===== src/stte_pkg.sv =====
// ----------------------------------------------------------------------------
// stte_pkg
// Shared types and constants for the session table with idle timeout.
// ----------------------------------------------------------------------------
package stte_pkg;

   // field widths
   localparam int OP_W    = 2;
   localparam int NODE_W  = 32;
   localparam int ROOM_W  = 16;
   localparam int FLAGS_W = 8;
   localparam int TIME_W  = 32;
   localparam int EVENT_W = 3;
   localparam int SLOT_W  = 3;

   // stream data widths, padded to whole bytes
   localparam int REQ_BITS   = NODE_W + ROOM_W + FLAGS_W + TIME_W;
   localparam int REQ_DATA_W = ((REQ_BITS + 7) / 8) * 8;
   localparam int RSP_BITS   = SLOT_W + NODE_W + ROOM_W + FLAGS_W;
   localparam int RSP_DATA_W = ((RSP_BITS + 7) / 8) * 8;

   // idle timeout after reset, in seconds
   localparam logic [TIME_W-1:0] TIMEOUT_RESET = 32'd3600;

   // opcodes on the request side
   localparam logic [OP_W-1:0] OP_ACCESS   = 2'd0;
   localparam logic [OP_W-1:0] OP_SET_ROOM = 2'd1;
   localparam logic [OP_W-1:0] OP_QUIT     = 2'd2;
   localparam logic [OP_W-1:0] OP_UNUSED   = 2'd3;

   // result event codes
   typedef enum logic [EVENT_W-1:0] {
      EV_EXPIRED   = 3'd0,
      EV_EVICTED   = 3'd1,
      EV_QUIT      = 3'd2,
      EV_FOUND     = 3'd3,
      EV_CREATED   = 3'd4,
      EV_NOT_FOUND = 3'd5
   } event_type;

   // command kind after classification
   typedef enum logic [1:0] {
      KIND_ACCESS,
      KIND_SET_ROOM,
      KIND_QUIT,
      KIND_NONE
   } kind_type;

   // command passed from the front to the engine
   typedef struct packed {
      kind_type            kind;
      logic [NODE_W-1:0]   node_id;
      logic [ROOM_W-1:0]   room;
      logic [FLAGS_W-1:0]  flags_in;
      logic [TIME_W-1:0]   now;
   } cmd_type;

   // one result item
   typedef struct packed {
      event_type           event_res;
      logic [SLOT_W-1:0]   slot;
      logic [NODE_W-1:0]   node_out;
      logic [ROOM_W-1:0]   room_out;
      logic [FLAGS_W-1:0]  flags_out;
      logic                last_of_run;
   } rsp_type;

endpackage


===== src/stte_front.sv =====
// ----------------------------------------------------------------------------
// stte_front
// Accepts request items, classifies the opcode and queues the command.
// ----------------------------------------------------------------------------
module stte_front (
   input  logic                                clock,
   input  logic                                reset,
   input  logic                                req_tvalid,
   output logic                                req_tready,
   // node_id[31:0], room[47:32], flags_in[55:48], now[87:56]
   input  logic [stte_pkg::REQ_DATA_W-1:0]     req_tdata,
   // opcode[1:0]
   input  logic [stte_pkg::OP_W-1:0]           req_tuser,
   output logic                                q_valid,
   input  logic                                q_pop,
   output stte_pkg::cmd_type                   q_head
);
   import stte_pkg::*;

   localparam int DEPTH = 2;

   cmd_type     cmd;
   cmd_type     queue_ff [DEPTH];
   logic        wr_ptr_ff, wr_ptr_in;
   logic        rd_ptr_ff, rd_ptr_in;
   logic [1:0]  count_ff, count_in;
   logic        push;

   // classify the opcode
   always_comb begin
      unique case (req_tuser)
         OP_ACCESS:   cmd.kind = KIND_ACCESS;
         OP_SET_ROOM: cmd.kind = KIND_SET_ROOM;
         OP_QUIT:     cmd.kind = KIND_QUIT;
         OP_UNUSED:   cmd.kind = KIND_NONE;
         default:     cmd.kind = KIND_NONE;
      endcase
      cmd.node_id  = req_tdata[0 +: NODE_W];
      cmd.room     = req_tdata[NODE_W +: ROOM_W];
      cmd.flags_in = req_tdata[NODE_W+ROOM_W +: FLAGS_W];
      cmd.now      = req_tdata[NODE_W+ROOM_W+FLAGS_W +: TIME_W];
   end

   // queue control
   assign req_tready = (count_ff != 2'(DEPTH));
   assign push       = req_tvalid && req_tready;
   assign q_valid    = (count_ff != 2'd0);
   assign q_head     = queue_ff[rd_ptr_ff];

   always_comb begin
      wr_ptr_in = push  ? ~wr_ptr_ff : wr_ptr_ff;
      rd_ptr_in = q_pop ? ~rd_ptr_ff : rd_ptr_ff;
      count_in  = count_ff + 2'(push) - 2'(q_pop);
   end

   always_ff @(posedge clock) begin
      if (reset) begin
         wr_ptr_ff <= 1'b0;
         rd_ptr_ff <= 1'b0;
         count_ff  <= 2'd0;
      end else begin
         wr_ptr_ff <= wr_ptr_in;
         rd_ptr_ff <= rd_ptr_in;
         count_ff  <= count_in;
      end
   end

   // queue storage
   always_ff @(posedge clock) begin
      if (push) begin
         queue_ff[wr_ptr_ff] <= cmd;
      end
   end

endmodule


===== src/stte_engine.sv =====
// ----------------------------------------------------------------------------
// stte_engine
// Holds the session table, runs commands one slot a cycle unless stalled.
// ----------------------------------------------------------------------------
module stte_engine #(
   parameter int SLOTS = 8
) (
   input  logic                          clock,
   input  logic                          reset,
   input  logic [stte_pkg::TIME_W-1:0]   timeout,
   input  logic                          q_valid,
   output logic                          q_pop,
   input  stte_pkg::cmd_type             q_head,
   output logic                          rsp_valid,
   input  logic                          rsp_ready,
   output stte_pkg::rsp_type             rsp_item
);
   import stte_pkg::*;

   localparam int IDX_W = $clog2(SLOTS);
   localparam logic [IDX_W:0] LAST_IDX = (IDX_W+1)'(SLOTS - 1);

   typedef enum logic [2:0] {
      S_IDLE,
      S_EXPIRE,
      S_LOOKUP,
      S_MIN,
      S_EVICT,
      S_CREATE
   } state_type;

   state_type            state_ff, state_in;
   logic [IDX_W:0]       cnt_ff, cnt_in;
   logic [IDX_W-1:0]     tgt_ff, tgt_in;
   cmd_type              cmd_ff, cmd_in;
   logic [SLOTS-1:0]     valid_ff, valid_in;
   logic                 rsp_valid_ff, rsp_valid_in;
   rsp_type              rsp_ff, rsp_in;

   // table storage
   logic [NODE_W-1:0]    node_ff  [SLOTS];
   logic [ROOM_W-1:0]    room_ff  [SLOTS];
   logic [FLAGS_W-1:0]   flags_ff [SLOTS];
   logic [TIME_W-1:0]    time_ff  [SLOTS];

   logic [IDX_W-1:0]     idx;
   logic [TIME_W-1:0]    age;
   logic                 expire_hit;
   logic                 older;
   logic [SLOTS-1:0]     match;
   logic                 hit_any, free_any;
   logic [IDX_W-1:0]     hit_idx, free_idx;
   logic [IDX_W-1:0]     rd_idx;
   logic                 out_free;
   logic                 emit;
   logic                 wr_all, wr_time, wr_room;
   logic [IDX_W-1:0]     wr_idx;

   // low bits of a table index as reported on the result
   function automatic logic [SLOT_W-1:0] slot_of(input logic [IDX_W-1:0] i);
      logic [IDX_W+SLOT_W-1:0] wide;
      wide = {{SLOT_W{1'b0}}, i};
      return wide[SLOT_W-1:0];
   endfunction

   assign idx      = cnt_ff[IDX_W-1:0];
   assign out_free = !rsp_valid_ff || rsp_ready;

   // expiry test for the slot under the scan
   assign age        = cmd_ff.now - time_ff[idx];
   assign expire_hit = valid_ff[idx] && (cmd_ff.now > time_ff[idx]) && (age > timeout);

   // oldest-entry scan compare, best so far kept in tgt_ff
   assign older = time_ff[idx] < time_ff[tgt_ff];

   // parallel key match and lowest free slot
   always_comb begin
      hit_any  = 1'b0;
      free_any = 1'b0;
      hit_idx  = '0;
      free_idx = '0;
      for (int i = SLOTS - 1; i >= 0; i--) begin
         match[i] = valid_ff[i] && (node_ff[i] == cmd_ff.node_id);
         if (match[i]) begin
            hit_any = 1'b1;
            hit_idx = IDX_W'(i);
         end
         if (!valid_ff[i]) begin
            free_any = 1'b1;
            free_idx = IDX_W'(i);
         end
      end
   end

   // entry read for the reported record
   always_comb begin
      unique case (state_ff)
         S_EXPIRE: rd_idx = idx;
         S_LOOKUP: rd_idx = hit_idx;
         default:  rd_idx = tgt_ff;
      endcase
   end

   // command sequencer
   always_comb begin
      state_in     = state_ff;
      cnt_in       = cnt_ff;
      tgt_in       = tgt_ff;
      cmd_in       = cmd_ff;
      valid_in     = valid_ff;
      rsp_in       = rsp_ff;
      rsp_valid_in = rsp_valid_ff && !rsp_ready;
      q_pop        = 1'b0;
      emit         = 1'b0;
      wr_all       = 1'b0;
      wr_time      = 1'b0;
      wr_room      = 1'b0;
      wr_idx       = tgt_ff;

      // default record is the entry being read
      rsp_in.slot        = slot_of(rd_idx);
      rsp_in.node_out    = node_ff[rd_idx];
      rsp_in.room_out    = room_ff[rd_idx];
      rsp_in.flags_out   = flags_ff[rd_idx];
      rsp_in.last_of_run = 1'b1;

      unique case (state_ff)
         S_IDLE: begin
            if (q_valid) begin
               q_pop  = 1'b1;
               cmd_in = q_head;
               cnt_in = '0;
               if (q_head.kind == KIND_ACCESS) begin
                  state_in = S_EXPIRE;
               end else begin
                  state_in = S_LOOKUP;
               end
            end
         end

         // one slot a cycle, stall only when a record cannot leave
         S_EXPIRE: begin
            if (!expire_hit || out_free) begin
               if (expire_hit) begin
                  emit               = 1'b1;
                  rsp_in.event_res   = EV_EXPIRED;
                  rsp_in.last_of_run = 1'b0;
                  valid_in[idx]      = 1'b0;
               end
               cnt_in = cnt_ff + (IDX_W+1)'(1);
               if (cnt_ff == LAST_IDX) begin
                  state_in = S_LOOKUP;
               end
            end
         end

         S_LOOKUP: begin
            if (out_free) begin
               state_in = S_IDLE;
               priority if (cmd_ff.kind == KIND_ACCESS && hit_any) begin
                  emit             = 1'b1;
                  rsp_in.event_res = EV_FOUND;
                  wr_time          = 1'b1;
                  wr_idx           = hit_idx;
               end else if (cmd_ff.kind == KIND_ACCESS && free_any) begin
                  tgt_in   = free_idx;
                  state_in = S_CREATE;
               end else if (cmd_ff.kind == KIND_ACCESS) begin
                  tgt_in   = '0;
                  cnt_in   = (IDX_W+1)'(1);
                  state_in = S_MIN;
               end else if (cmd_ff.kind == KIND_SET_ROOM && hit_any) begin
                  emit             = 1'b1;
                  rsp_in.event_res = EV_FOUND;
                  rsp_in.room_out  = cmd_ff.room;
                  wr_room          = 1'b1;
                  wr_idx           = hit_idx;
               end else if (cmd_ff.kind == KIND_QUIT && hit_any) begin
                  emit              = 1'b1;
                  rsp_in.event_res  = EV_QUIT;
                  valid_in[hit_idx] = 1'b0;
               end else begin
                  emit             = 1'b1;
                  rsp_in.event_res = EV_NOT_FOUND;
                  rsp_in.slot      = '0;
                  rsp_in.node_out  = cmd_ff.node_id;
                  rsp_in.room_out  = '0;
                  rsp_in.flags_out = '0;
               end
            end
         end

         // strictly smaller time wins, so the lowest index keeps ties
         S_MIN: begin
            if (older) begin
               tgt_in = idx;
            end
            cnt_in = cnt_ff + (IDX_W+1)'(1);
            if (cnt_ff == LAST_IDX) begin
               state_in = S_EVICT;
            end
         end

         S_EVICT: begin
            if (out_free) begin
               emit               = 1'b1;
               rsp_in.event_res   = EV_EVICTED;
               rsp_in.last_of_run = 1'b0;
               state_in           = S_CREATE;
            end
         end

         S_CREATE: begin
            if (out_free) begin
               emit             = 1'b1;
               rsp_in.event_res = EV_CREATED;
               rsp_in.node_out  = cmd_ff.node_id;
               rsp_in.room_out  = cmd_ff.room;
               rsp_in.flags_out = cmd_ff.flags_in;
               wr_all           = 1'b1;
               valid_in[tgt_ff] = 1'b1;
               state_in         = S_IDLE;
            end
         end

         default: state_in = S_IDLE;
      endcase

      if (emit) begin
         rsp_valid_in = 1'b1;
      end
   end

   // state and output register, the record only loads when a new one leaves
   always_ff @(posedge clock) begin
      if (reset) begin
         state_ff     <= S_IDLE;
         valid_ff     <= '0;
         rsp_valid_ff <= 1'b0;
      end else begin
         state_ff     <= state_in;
         valid_ff     <= valid_in;
         rsp_valid_ff <= rsp_valid_in;
         cnt_ff       <= cnt_in;
         tgt_ff       <= tgt_in;
         cmd_ff       <= cmd_in;
         if (emit) begin
            rsp_ff <= rsp_in;
         end
      end
   end

   // table entry writes
   always_ff @(posedge clock) begin
      if (wr_all) begin
         node_ff[wr_idx]  <= cmd_ff.node_id;
         room_ff[wr_idx]  <= cmd_ff.room;
         flags_ff[wr_idx] <= cmd_ff.flags_in;
         time_ff[wr_idx]  <= cmd_ff.now;
      end
      if (wr_time) begin
         time_ff[wr_idx] <= cmd_ff.now;
      end
      if (wr_room) begin
         room_ff[wr_idx] <= cmd_ff.room;
      end
   end

   assign rsp_valid = rsp_valid_ff;
   assign rsp_item  = rsp_ff;

   // final record of a command always returns the sequencer to idle
   a_last_ends: assert property (@(posedge clock) disable iff (reset)
      (emit && rsp_in.last_of_run) |=> (state_ff == S_IDLE))
      else $error("final record did not end the command");

   // eviction only happens on a full table
   a_evict_full: assert property (@(posedge clock) disable iff (reset)
      (state_ff == S_EVICT) |-> (&valid_ff))
      else $error("eviction with a free slot");

   // oldest-entry scan stays within the table
   a_min_range: assert property (@(posedge clock) disable iff (reset)
      (state_ff == S_MIN) |-> ((cnt_ff != '0) && (cnt_ff <= LAST_IDX)))
      else $error("oldest-entry scan out of range");

   // a created entry is valid afterwards
   a_create_valid: assert property (@(posedge clock) disable iff (reset)
      (state_ff == S_CREATE && out_free) |=> valid_ff[$past(tgt_ff)])
      else $error("created entry not marked valid");

endmodule


===== src/session_table_timeout_evict.sv =====
// ----------------------------------------------------------------------------
// session_table_timeout_evict
// Fully associative session table with idle expiry and oldest-entry eviction.
// ----------------------------------------------------------------------------
// A queued front takes up to two request items while the engine works, so
// req_tready only drops when two commands are waiting. The engine runs one
// command at a time. An access scans every slot for expiry at one slot a
// cycle, stalling only while an expired record cannot leave; on a full
// table a second one-slot-a-cycle scan finds the oldest entry. Each result
// item leaves through an output register, and the engine holds while a new
// record cannot leave on a stalled rsp_tready. The user must write the idle
// timeout through the csr_ port only while the block is idle; the block
// itself does not enforce this.
module session_table_timeout_evict #(
   parameter int SLOTS = 8
) (
   input  logic                                clock,
   input  logic                                reset,
   // configuration write
   input  logic                                csr_valid,
   output logic                                csr_ready,
   // idle_timeout[31:0]
   input  logic [stte_pkg::TIME_W-1:0]         csr_data,
   // request items
   input  logic                                req_tvalid,
   output logic                                req_tready,
   // node_id[31:0], room[47:32], flags_in[55:48], now[87:56]
   input  logic [stte_pkg::REQ_DATA_W-1:0]     req_tdata,
   // opcode[1:0]
   input  logic [stte_pkg::OP_W-1:0]           req_tuser,
   // result items
   output logic                                rsp_tvalid,
   input  logic                                rsp_tready,
   // slot[2:0], node_out[34:3], room_out[50:35], flags_out[58:51], zero above
   output logic [stte_pkg::RSP_DATA_W-1:0]     rsp_tdata,
   // event_res[2:0]
   output logic [stte_pkg::EVENT_W-1:0]        rsp_tuser,
   // last_of_run
   output logic                                rsp_tlast
);
   import stte_pkg::*;

   localparam int PAD_W = RSP_DATA_W - RSP_BITS;

   logic [TIME_W-1:0]  timeout_ff, timeout_in;
   logic               q_valid;
   logic               q_pop;
   cmd_type            q_head;
   rsp_type            rsp_item;

   // timeout register
   assign csr_ready  = 1'b1;
   assign timeout_in = (csr_valid && csr_ready) ? csr_data : timeout_ff;

   always_ff @(posedge clock) begin
      if (reset) begin
         timeout_ff <= TIMEOUT_RESET;
      end else begin
         timeout_ff <= timeout_in;
      end
   end

   stte_front u_front (
      .clock      (clock),
      .reset      (reset),
      .req_tvalid (req_tvalid),
      .req_tready (req_tready),
      .req_tdata  (req_tdata),
      .req_tuser  (req_tuser),
      .q_valid    (q_valid),
      .q_pop      (q_pop),
      .q_head     (q_head)
   );

   stte_engine #(
      .SLOTS (SLOTS)
   ) u_engine (
      .clock     (clock),
      .reset     (reset),
      .timeout   (timeout_ff),
      .q_valid   (q_valid),
      .q_pop     (q_pop),
      .q_head    (q_head),
      .rsp_valid (rsp_tvalid),
      .rsp_ready (rsp_tready),
      .rsp_item  (rsp_item)
   );

   // pack the result item
   assign rsp_tdata = {{PAD_W{1'b0}}, rsp_item.flags_out, rsp_item.room_out,
                       rsp_item.node_out, rsp_item.slot};
   assign rsp_tuser = rsp_item.event_res;
   assign rsp_tlast = rsp_item.last_of_run;

endmodule


===== config.mk =====
export PLATFORM = sky130hd
export DESIGN_NAME = session_table_timeout_evict
export DESIGN_NICKNAME = d
export VERILOG_FILES = /design/src/stte_pkg.sv /design/src/stte_front.sv /design/src/stte_engine.sv /design/src/session_table_timeout_evict.sv
export SDC_FILE = /design/constraint.sdc
export NUM_CORES = 2
export LEC_CHECK = 0
export BUFFER_PORTS_ARGS = -buffer_cell sky130_fd_sc_hd__buf_4
export CAP_MARGIN = 15
export CORE_ASPECT_RATIO = 0.75
export CORE_UTILIZATION = 50
export DETAILED_ROUTE_END_ITERATION = 12
export GPL_TIMING_DRIVEN = 0
export PLACE_DENSITY = 0.77
export SYNTH_ARGS = -nofsm -noshare
export SYNTH_HDL_FRONTEND = slang
export SYNTH_SLANG_ARGS = --single-unit

===== constraint.sdc =====
create_clock -name clock -period 11.2 [get_ports clock]
set_clock_uncertainty 0.15 [all_clocks]
set_input_delay 1.12 -clock clock [delete_from_list [all_inputs] [get_ports clock]]
set_output_delay 1.12 -clock clock [all_outputs]
set_load 0.005 [all_outputs]

---- After elaboration in Yosys (flattened, before gate mapping) ----
Memories as Yosys holds them, arrays and structs flattened. A register that Yosys moved wholly into a read port is not among the register bits.
Index checks and enable logic that the tools add are counted.
word-level totals
  register bits ........................... 208
  memory bits (writable) .................. 884
  input bits .............................. 127
  logic and storage cells ................. 268
  memories kept ........................... 5
operators by class
  add/subtract/negate cells ............... 4
  order comparisons ....................... 9
  eq/ne operators ......................... 38
  multiplexer cells ....................... 141
  bitwise gates (word level) .............. 10
  reductions and logical operators ........ 41
memories
  name               words  bits a word  read ports  clocked after Yosys merged registers in  wr ports  RTL line           RTL
  u_engine.node_ff   8      32           9           0                                        1         stte_engine.sv:41  logic [NODE_W-1:0] node_ff [SLOTS];
  u_engine.time_ff   8      32           2           2                                        1         stte_engine.sv:44  logic [TIME_W-1:0] time_ff [SLOTS];
  u_front.queue_ff   2      90           1           1                                        1         stte_front.sv:23   cmd_type queue_ff [DEPTH];
  u_engine.room_ff   8      16           1           0                                        1         stte_engine.sv:42  logic [ROOM_W-1:0] room_ff [SLOTS];
  u_engine.flags_ff  8      8            1           0                                        1         stte_engine.sv:43  logic [FLAGS_W-1:0] flags_ff [SLOTS];
operators with widths
  operator              count
  $eq A32 B32 Y1        8
  $mux W62              3
  $mux W3               46
  $mux W59              2
  $pmux W56 S2          1
  $mux W8               10
  $gt A32 B32 Y1        2
  $mux W56              1
  $mux W1               53
  $mux W35              1
  $lt A32 B32 Y1        1
  $mux W16              2
  $mux W32              1
  $sub A32 B32 Y32      1
  $mux W4               6
  $pmux W8 S3           1
  $ne A2 B1 Y1 const B  10
  $reduce_and A10 Y1    2
  $logic_and A1 B1 Y1   19
  $pmux W3 S6           1
  $and A8 B8 Y8         2
  $not A8 Y8            2
  $pmux W4 S4           1
  $lt A3 B4 Y1 const B  3
  38 further kinds      64

---- Logic depth before layout (Yosys ltp) ----
An unclocked memory read counts as a cell.
  depth in word-level cells ............... 24
  mapped depth ............................ 30
  mapped depth without buffers ............ 27

---- Modules after synthesis ----
From an unflattened synthesis, not the netlist that was laid out.
second synthesis, totals
  cells, all modules ...................... 3,385
  area total of the unflattened synthesis .. 51,206.6 µm²
by module, submodules not included
  module                       times used  cells an instance  area an instance (µm²)
  stte_engine                  1           2,964              43,249.0
  stte_front                   1           310                6,735.2
  session_table_timeout_evict  1           111                1,222.4

---- Least setup slack after synthesis ----
OpenSTA, ideal clock, no wires.
  path type ............................... flip-flop to flip-flop
  start point ............................. register (tool-made name)
  end point ............................... register u_engine.rsp_ff, in the netlist u_engine.rsp_item[0] (enable)
  setup time .............................. 552 ps
  data arrival time ....................... 9,975 ps
  required time ........................... 10,498 ps
  path slack .............................. 523 ps
  cell stages (with the launch flop) ...... 28
  path buffers ............................ 2
  period minus slack after synthesis ...... 10,677 ps
  path through ............................ dfxtp_1 -> clkbuf_1 -> buf_1 -> mux4_2 -> mux2i_1 -> ha_1 -> a21o_1 -> a21o_1 -> a211o_1 -> a21o_1 -> a31oi_1 -> nor2_1 -> a41o_1 -> nor4_1 -> o31ai_1 -> o41ai_1 -> xnor2_1 -> ha_1 -> nand4_1 -> nor2_1 -> nand2_1 -> nor3_1 -> inv_1 -> a31oi_1 -> o221a_2 -> a21oi_1 -> o22a_1 -> nor3_1
RTL lines
  element                 RTL line            RTL
  end signal: assignment  stte_engine.sv:248  rsp_ff <= rsp_in;
  end: declaration        stte_engine.sv:38   rsp_type rsp_ff, rsp_in;

==> metrics.md <==
| Metric | Value |
|---|---|
| PD cells | 255 nW/µm² |
| Die height | around 280 µm |
| Largest family of logic cells by synthesized area | multiplexers |
| Crit path arrival time | 9.82 ns |
| Compound-Gate Fraction of Synth Area | 4.80% |
| Portion of netlist area occupied by mux cells | between 10% and 20% |
| Unrepaired setup endpoints after global routing | false |
| Synth unique cells | between 70 and 80 |
| Seq/Total Area, Yosys | between 60% and 70% |
| Max Fanout on Critical Path | 12 |
| TritonCTS Buffers | approximately 100 |
| Worst slew pin tran | 1.29 ns |
| CTS clock-pin slew for the worst setup and hold paths | approximately 0.060 ns |
| Skew-Pair Late Insertion Delay | between 0.7 and 0.8 ns |
| Gp weighted congestion | about 1.1 |
| Tmin final | roughly 9.6 ns |
| Detailed Routing Iterations Pass 1 | 6 |
| Largest net degree at the start of global routing | 55 |
| Post-synth top area cell | edfxtp_1 |
| Critical path's largest stage delay | 0.80 ns |
| Post-Synth Adder-Cell Area | ~2.5% |
| Area grow syn2layout | 14.6% |
| CTS root buffer | clkbuf_16 |
| Hold buffers post-CTS | 0 |
| Status | finished clean |
| Synth Cell Area | 50,400 µm² |
| Finished Layout Cells | around 5k |
| Post-synthesis simple-gate area fraction | ~6.6% |
| Post-CTS Resized | 0 |
| Starting density of the core | between 50% and 60% |
| Synth async-reset ratio | 0% |
| Slowest CP cell | buf_1 |
| Setup CP Type | reg2reg |
| Setup Viol. Count Final | 0 |
| Core Box Area | around 100,000 µm² |
| Number of synthesized flops with an enable pin | ~1.0k |
| Cells after Synth | about 3.4k |
| CTS tree | built |
| Die area | around 100,000 µm² |
| Routed wire length | 140 mm |
| Critical Path Source Type | flop |
| Final core occ | 58.0% |
| DRC | 0 |
| Synth Register Bits | approximately 1.1k |
| Synth top area cells | edfxtp_1, mux4_2, mux2i_1 |
| Total global routing overflow | 0 |
| Final Max Tran Viols | 0 |
| Antenna violations before repair | 7 |
| Mean Syn Cell Area | between 10 and 15 µm² |
| Slew margin rel. | approximately 13% |
| I/O Buffers | approximately 190 |
| Clock Sinks | about 1.1k |
| Nets | between 3k and 4k |
| Layout cells sized above 1 | between 20% and 30% |
| Global-route wire length before repair | about 200 mm |
| GR Util All Layers | 26.9% |
| I/O pin total | a little under 200 |
| DR vias | around 32k |
| Worst-case clock buffer depth | 3 |
| Hold Fails Final Rpt | 0 |
| Vias in the first global route | ~30k |
| Final TNS setup | 0 ns |
| Worst EP required | approximately 11 ns |
| Maximum vdd drop | around 0.15 mV |
| Antenna viol nets, final | 0 |
| Xor/xnor share of the synthesized area | roughly 4.9% |
| Most frequent cell after synthesis | edfxtp_1 |
| Max_cap viols | 0 |
| Main synth FF type | edfxtp_1 |
| Yosys Warn Count | 0 |
| Initial DRC Count | between 4k and 5k |
| H-tree lvl count | 3 |
| Worst hold slack | roughly 0.34 ns |
| Setup repair bufs after CTS | 0 |
| WL/cell | roughly 27 µm |
| Drt via density | between 6 and 7 |
| Crit path capture type | flop |
| Post-DP HPWL | a little under 100 mm |
| Most common library cells after synthesis | edfxtp_1, nor2_1, mux2i_1 |
| Critical path's most frequent cell | buf_6 |
| Cells after DPL | 4,935 |
| Top cell type's share of synthesized area | between 60 and 70% |
| Leak | 0.0205 µW |
| Hold Path Class | reg2reg |
| Crit share post-route | 85.7% |
| Std-Cell Rows | 100 |
| Max Freq | approximately 100 MHz |
| Flop-to-flop setup slack | roughly 1.6 ns |
| Chip Width | around 370 µm |
area by class of cell:
class | count | area, µm²
antenna | 2 | 5.00
sequential | 1099 | 32500
buffer | 190 | 1020
tap | 1326 | 1660
timing repair buffer | 227 | 2090
clock buffer | 125 | 2720
multi-input combinational | 1992 | 16700
clock inverter | 69 | 751
inverter | 103 | 387
fill | 7529 | 41800
layout by cell type (no fill, tap or decap), types with 106 or more instances in the layout:
cell type,instances
mux4_2,128
nor2_1,253
nand2_1,198
clkbuf_16,106
xnor2_1,106
mux2i_1,251
edfxtp_1,1044
xor2_1,176
buf_4,216
mux2_2,139
logic make-up after synthesis:
group | count (synthesis)
muxes | 528
xor gates and xnor gates | 282
DFF | 1099
buffers and inverters | 293
adders and majority gates | 101
and+or+nand+nor | 730
other | 2
AOI/OAI and AO/OA | 345
critical path, delay by kind of cell (launching register included):
family / cells / cell delay, ns
compound gates: 12 / 3.19
buf+inv: 8 / 2.38
fa+ha+maj: 2 / 0.69
xor+xnor: 1 / 0.21
simple gates: 7 / 1.46
flops: 1 / 0.31
mux: 2 / 0.86
routing by layer:
layer  wire, µm  GRT usage, %  part of all wire (%)  vias up
met5         88             0                 0.063        -
met4       4740          8.55                   3.4       12
met3      19000          9.45                    14      310
met2      58000          37.3                    41     2031
met1      58100          39.5                    42    15706
li1           -             -                     -    13557
metrics by stage:
stage / area [µm²] / power (µW) / setup WS, ns
after global routing: 57800 / 15200 / 0.938
after global placement: 53500 / 10900 / -4.56
after floorplan: 50400 / 9080 / 0.523
final: 57800 / 14700 / 1.60
after detailed placement: 54300 / 11000 / 1.60
after CTS: 57700 / 14600 / 1.50
state kept, by name, summed over array words and instances, names as in the netlist, 8 cells and up, named ones only:
register	count
u_engine.valid_ff	8
u_engine.flags_ff	64
timeout_ff	32
u_engine.room_ff	128
u_engine.time_ff	256
u_engine.node_ff	256
u_engine.cmd_ff	90
u_engine.rsp_item	63
u_front.queue_ff	180
worst paths after layout:
check	depth (start not counted)	startpoint	to
worst max-delay path	32	flop	u_engine.rsp_item[0]
worst min-delay path	2	timeout_ff[23]	timeout_ff[23]
worst max register to register	32	flop	u_engine.rsp_item[0]
worst min register to register	2	timeout_ff[23]	timeout_ff[23]
where the power goes:
group	internal, µW	switching [µW]	total (µW)
Sequential	5050	252	5300
Combinational	2280	3520	5790
Clock	2030	1580	3610
Total	9350	5350	14700
Power figures use the tool's default switching activity.
